[config.mk]
export PLATFORM = sky130hd
export DESIGN_NAME = frqc_cell
export DESIGN_NICKNAME = d
export VERILOG_FILES = /design/src/frqc_pkg.sv /design/src/frqc_cell.sv
export SDC_FILE = /design/constraint.sdc
export NUM_CORES = 1
export LEC_CHECK = 0
export BUFFER_PORTS_ARGS = -buffer_cell sky130_fd_sc_hd__buf_2
export CAP_MARGIN = 20
export CORE_AREA = 3 3 201 203
export CTS_CLUSTER_DIAMETER = 30
export DETAILED_ROUTE_END_ITERATION = 6
export DIE_AREA = 0 0 204 206
export MAX_ROUTING_LAYER = met4
export PLACE_DENSITY_LB_ADDON = 0.08
export SETUP_SLACK_MARGIN = 0.2
export SLEW_MARGIN = 20
export SYNTH_ARGS = -nofsm -noshare
export SYNTH_HDL_FRONTEND = slang
export SYNTH_SLANG_ARGS = --single-unit
[constraint.sdc]
create_clock -name clk -period 6.5 [get_ports clk]
set_input_delay 0.325 -clock clk [delete_from_list [all_inputs] [get_ports clk]]
set_output_delay 0.325 -clock clk [all_outputs]
set_load 0.05 [all_outputs]
[src/frqc_pkg.sv]
// Shared types and constants for the freed-region quarantine checker.
// Depends on nothing. Used by frqc_cell and freed_region_quarantine_checker.
package frqc_pkg;

  localparam int QD    = 64;          // number of table entries (cells)
  localparam int QD_W  = $clog2(QD);  // slot index width
  localparam int ADR_W = 64;
  localparam int SZ_W  = 32;

  typedef enum logic [1:0] {
    OP_ALLOC   = 2'd0,
    OP_DEALLOC = 2'd1,
    OP_ACCESS  = 2'd2
  } op_t;

  // Request token walking the row of cells
  typedef struct packed {
    logic              active;
    op_t               op;
    logic [ADR_W-1:0]  addr;
    logic [SZ_W-1:0]   size;
    logic              wr;
    logic              match;       // a valid entry holds this base
    logic              free_found;  // an invalid slot was seen
    logic [QD_W-1:0]   free_idx;    // lowest invalid slot
    logic              hit;
    logic [ADR_W-1:0]  fbase;
    logic [SZ_W-1:0]   fbytes;
  } tok_t;

  // Insert of a new base into one slot, broadcast to all cells
  typedef struct packed {
    logic              we;
    logic [QD_W-1:0]   idx;
    logic [ADR_W-1:0]  base;
    logic [SZ_W-1:0]   bytes;
  } commit_t;

endpackage

[src/frqc_cell.sv]
// One table slot of the quarantine checker plus one stage of the token row.
// Depends on frqc_pkg (tok_t, commit_t, op_t).
module frqc_cell
  import frqc_pkg::*;
(
  input  logic            clk,
  input  logic            rst_n,
  input  logic            adv,       // row advances this cycle
  input  logic [QD_W-1:0] cell_idx,  // this slot's number
  input  tok_t            tok_in,
  input  commit_t         cmt,
  output tok_t            tok_out
);

  logic             valid_r, valid_nxt;
  logic [ADR_W-1:0] base_r, base_nxt;
  logic [SZ_W-1:0]  bytes_r, bytes_nxt;
  tok_t             tok_r, tok_nxt;

  // Work the passing request against this slot
  always_comb begin
    logic             match_here;
    logic [ADR_W-1:0] diff;
    logic             in_range;
    match_here = valid_r && (base_r == tok_in.addr);
    diff       = tok_in.addr - base_r;
    in_range   = valid_r && (tok_in.addr >= base_r) &&
                 (diff < {{(ADR_W-SZ_W){1'b0}}, bytes_r});
    valid_nxt  = valid_r;
    base_nxt   = base_r;
    bytes_nxt  = bytes_r;
    tok_nxt    = tok_in;
    if (tok_in.active) begin
      unique case (tok_in.op)
        OP_ALLOC: begin
          if (match_here) valid_nxt = 1'b0;
        end
        OP_DEALLOC: begin
          if (match_here) begin
            tok_nxt.match = 1'b1;
            bytes_nxt     = tok_in.size;
          end
          if (!valid_r && !tok_in.free_found) begin
            tok_nxt.free_found = 1'b1;
            tok_nxt.free_idx   = cell_idx;
          end
        end
        OP_ACCESS: begin
          if (in_range && (!tok_in.hit || base_r < tok_in.fbase)) begin
            tok_nxt.hit    = 1'b1;
            tok_nxt.fbase  = base_r;
            tok_nxt.fbytes = bytes_r;
          end
        end
        default: ;
      endcase
    end
    // Insert of a new base lands in the chosen slot
    if (cmt.we && (cmt.idx == cell_idx)) begin
      valid_nxt = 1'b1;
      base_nxt  = cmt.base;
      bytes_nxt = cmt.bytes;
    end
  end

  // Slot state
  always_ff @(posedge clk) begin
    if (!rst_n) begin
      valid_r <= 1'b0;
    end else if (adv) begin
      valid_r <= valid_nxt;
    end
  end

  always_ff @(posedge clk) begin
    if (adv) begin
      base_r  <= base_nxt;
      bytes_r <= bytes_nxt;
    end
  end

  // Hand the request to the next cell
  always_ff @(posedge clk) begin
    if (!rst_n) begin
      tok_r.active <= 1'b0;
    end else if (adv) begin
      tok_r <= tok_nxt;
    end
  end

  assign tok_out = tok_r;

endmodule

==> metrics.md <==
| Metric | Value |
|---|---|
| Via count | `16200` |
| Pwr/cell area | `270 nW/µm²` |
| Final Power | `6.87 mW` |
| Cells on Worst Hold Path | `2` |
| Unique masters post-synth | `72` |
| Cell Area, Synth | `18200 µm²` |
| Synthesis Warnings | `0` |
| Chip Height | `206 µm` |
| Net Count, Synth | `2100` |
| VDD IR-drop max | `0.258 mV` |
| Drt initial violations | `1107` |
| Clk sinks | `302` |
| Routed len/inst | `22.0 µm` |
| Setup slack, reg-to-reg | `580 ps` |
| Drt drc | `0` |
| Core area | `38600 µm²` |
| Main combinational cell family by area after synthesis | `compound AO/OA/AOI/OAI gates` |
| Post-route minimum period | `5950 ps` |
| Synth Instances | `1624` |
| CP peak stage delay | `560 ps` |
| Die Area | `42000 µm²` |
| Effective utilization at floorplan | `0.471` |
| Compound-Gate Fraction of Synth Area | `0.128` |
| Most used cell, CP | `nor4_1` |
| Cell family with most CP delay | `simple AND/OR/NAND/NOR gates` |
| Max Cap Viol | `0` |
| Simple-gate share of the synthesized area | `0.105` |
| Worst-path maximum fanout | `60` |
| Root buffer cell | `clkbuf_16` |
| RePlAce Congestion | `1.02` |
| Startpoint Class | `primary input` |
| Bufs and invs on worst path | `4` |
| CP required | `6830 ps` |
| IO buf count | `521` |
| Area delta synth->final | `39.7%` |
| Vias in the first global route | `16600` |
| Post-synthesis xor/xnor area fraction | `0.0246` |
| Part of the cycle the worst path needs | `0.916` |
| Clock latency at the later pin of the worst-skew pair | `590 ps` |
| Hpwl dp | `49.4 mm` |
| Reg2reg end | `tok_out[4]` |
| Sequential fraction of the synthesis area | `0.498` |
| Gr ovfl total | `0` |
| Unrepaired setup endpoints after global routing | `false` |
| Max Clk Rate | `168 MHz` |
| Overall routing resource usage | `0.310` |
| CTS tree | `built` |
| Routed vias/inst | `5.52` |
| Dominant synthesized flop cell | `edfxtp_1` |
| Layout cells sized above 1 | `0.295` |
| Largest net degree at the start of global routing | `71` |
| Utilization after layout | `0.658` |
| HP Class | `primary input to flop` |
| Setup_tns | `0 ps` |
| CP max stage cell | `nor4_1` |
| Initial antenna violation count | `5` |
| Async S/R FF share, synth | `0` |
| Adder-cell share of the synthesized area | `0.110` |
| Relative slew slack | `0.251` |
| Hold_ws | `32.0 ps` |
| Fillers | `2955` |
| Worst Setup End Kind | `flop` |
| Data arrival, critical path | `6280 ps` |
| Die Wd | `204 µm` |
| First-pass GRT wire length | `96.1 mm` |
| Mux cell area share after synthesis | `0.0826` |
| Leak | `11.4 nW` |
| Worst-Margin Slew | `1110 ps` |
| Worst Clk Skew | `22.0 ps` |
| Max Slew Vio Count | `0` |
| Worst hold start | `tok_in[8]` |
| Cell count along the critical path | `21` |
| Longest Clk Path Bufs | `3` |
| Postcts setup bufs | `0` |
| Worst r2r src | `base_r[24]` |
| Pre-Repair DR Iteration Count | `6` |
| CTS clk-pin slew, worst paths | `50 ps` |
| Hold Path End | `tok_out[8]` |
| Endpoints failing setup | `0` |
| Row count | `72` |
| Reg2reg path depth | `20` |
| Synth Area per Inst | `11.2 µm²` |
| Count of state elements after synthesis | `302` |
| Routed Antenna Nets | `0` |
| Nets | `2826` |
| Final Hold Vio Count | `0` |
| Cts bufs inserted | `69` |
| IO Count | `522` |
| Htree depth | `3` |
| Critical path class | `primary input to flop` |
| CP Cell Sequence | `dlygate4sd3_1 -> buf_2 -> ha_1 -> and4_1 -> nand2_1 -> nor4_1 -> a21oi_1 -> buf_4 -> o21ai_0 -> xor2_1 -> ha_1 -> nor4bb_1 -> nand3_1 -> nor4_1 -> and4b_1 -> o2111ai_1 -> nor4_1 -> and4_1 -> nand4b_1 -> clkbuf_8 -> mux2_1` |
| Routed WL | `64.4 mm` |
| EDFF count, synth | `300` |
| Status | `finished clean` |
[cell usage after synthesis (4+ instances only)]
| cell type | count | area share |
|---|---|---|
| a211oi_1 | 11 | 0.0045 |
| a21boi_0 | 8 | 0.0033 |
| a21o_1 | 34 | 0.014 |
| a21oi_1 | 128 | 0.035 |
| a221oi_1 | 5 | 0.0024 |
| a22oi_1 | 4 | 0.0017 |
| a31oi_1 | 8 | 0.0028 |
| and2_1 | 7 | 0.0024 |
| and3_1 | 4 | 0.0014 |
| and4_1 | 11 | 0.0053 |
| buf_2 | 24 | 0.0066 |
| buf_6 | 9 | 0.0056 |
| clkbuf_1 | 20 | 0.0041 |
| edfxtp_1 | 300 | 0.50 |
| ha_1 | 158 | 0.11 |
| inv_1 | 173 | 0.036 |
| mux2_1 | 33 | 0.020 |
| mux2_2 | 40 | 0.025 |
| mux2i_1 | 68 | 0.037 |
| nand2_1 | 104 | 0.021 |
| nand2b_1 | 10 | 0.0034 |
| nand3_1 | 24 | 0.0066 |
| nand4_1 | 52 | 0.018 |
| nor2_1 | 74 | 0.015 |
| nor2b_1 | 20 | 0.0069 |
| nor3_1 | 23 | 0.0063 |
| nor4_1 | 15 | 0.0052 |
| o2111ai_1 | 4 | 0.0019 |
| o211ai_1 | 20 | 0.0083 |
| o21a_1 | 21 | 0.0087 |
| o21ai_0 | 76 | 0.021 |
| o21bai_1 | 6 | 0.0025 |
| o221ai_1 | 5 | 0.0024 |
| or2_2 | 5 | 0.0017 |
| or3_1 | 6 | 0.0021 |
| or4_1 | 5 | 0.0021 |
| xnor2_1 | 32 | 0.015 |
| xor2_1 | 19 | 0.0091 |
[worst max path at each step]
stage / from / to
2_1_floorplan: adv / tok_out[0]
3_3_place_gp: tok_in[159] / tok_out[17]
3_5_place_dp: tok_in[154] / tok_out[16]
4_1_cts: base_r[16] / tok_out[16]
5_1_grt: base_r[7] / tok_out[4]
6_report: tok_in[162] / tok_out[4]
[through the flow]
stage / std cells / worst slack [ps] / area [µm²]
after floorplan: 1624 / 960 / 18200
after global placement: 2619 / 582 / 21200
after detailed placement: 2619 / 519 / 21200
after CTS: 2922 / 550 / 25400
after global routing: 2927 / 244 / 25400
final: 2927 / 546 / 25400
[cell families (layout without fill, tap and decap cells)]
family / count (synthesis) / after routing
compound gates: 369 / 369
other cells: 0 / 5
fa+ha+maj: 159 / 159
xor+xnor: 51 / 51
buf+inv: 228 / 1008
mux: 141 / 141
simple gates: 374 / 374
flops: 302 / 302
[timing repair]
item / 4_1_cts / 5_1_grt
setup endpoints to repair: 0 / 60
endpoints found under the hold margin: 178 / 0
gates resized for setup: 0 / 3
hold buffers: 178 / 0
[sequential cells by signal, summed over array words and instances, names as in the netlist]
register  flops
bytes_r      32
base_r       64
valid_r       1
tok_out     205
[power breakdown]
part           internal [mW]  switching, mW  total, mW  leakage, nW
registers               2.25         0.0261       2.28         2.79
logic                  0.371          0.718       1.09         7.45
clock network           2.32           1.18       3.50         1.15
total                   4.94           1.93       6.87         11.4
[routing by layer]
metal | global-route usage | wire (µm) | vias to the layer above | share of wire
met3 | 0.0614 | 4970 | 106 | 0.077
met4 | 0.0794 | 1330 | 0 | 0.021
met1 | 0.395 | 27100 | 7767 | 0.42
li1 | - | - | 7574 | -
met2 | 0.512 | 31100 | 717 | 0.48
met5 | - | 0 | - | 0
[layout by cell type, fill, tap and decap left out, drive strengths merged, types with 20 or more instances in the layout]
master         n
a21o          34
a21oi        129
buf          531
clkbuf        74
clkinv        27
dlygate4sd3  178
edfxtp       300
ha           158
inv          182
mux2          73
mux2i         68
nand2        104
nand3         24
nand4         53
nor2          74
nor2b         20
nor3          24
o211ai        20
o21a          21
o21ai         78
xnor2         32
[worst register-to-register path, stage by stage (launching register included)]
cell and delay [ps]:
edfxtp_1 340, inv_1 60, ha_1 450, and4_1 420
nand2_1 200, nor4_1 560, a21oi_1 140, buf_4 170
o21ai_0 200, xor2_1 110, ha_1 280, nor4bb_1 290
nand3_1 210, nor4_1 380, and4b_1 240, o2111ai_1 120
nor4_1 200, and4_1 240, nand4b_1 140, clkbuf_8 400
mux2_1 530
[area by class of cell]
type	instances	area, µm²	area share
timing repair buffer	710	4480	0.176
clock inverter	52	612	0.0241
antenna	5	12.5	0.000492
clock buffer	73	1760	0.0694
tap	518	648	0.0255
multi-input combinational	1094	8200	0.323
inverter	173	649	0.0256
sequential	302	9050	0.356
Note: power is estimated with default switching activity, not from simulation.
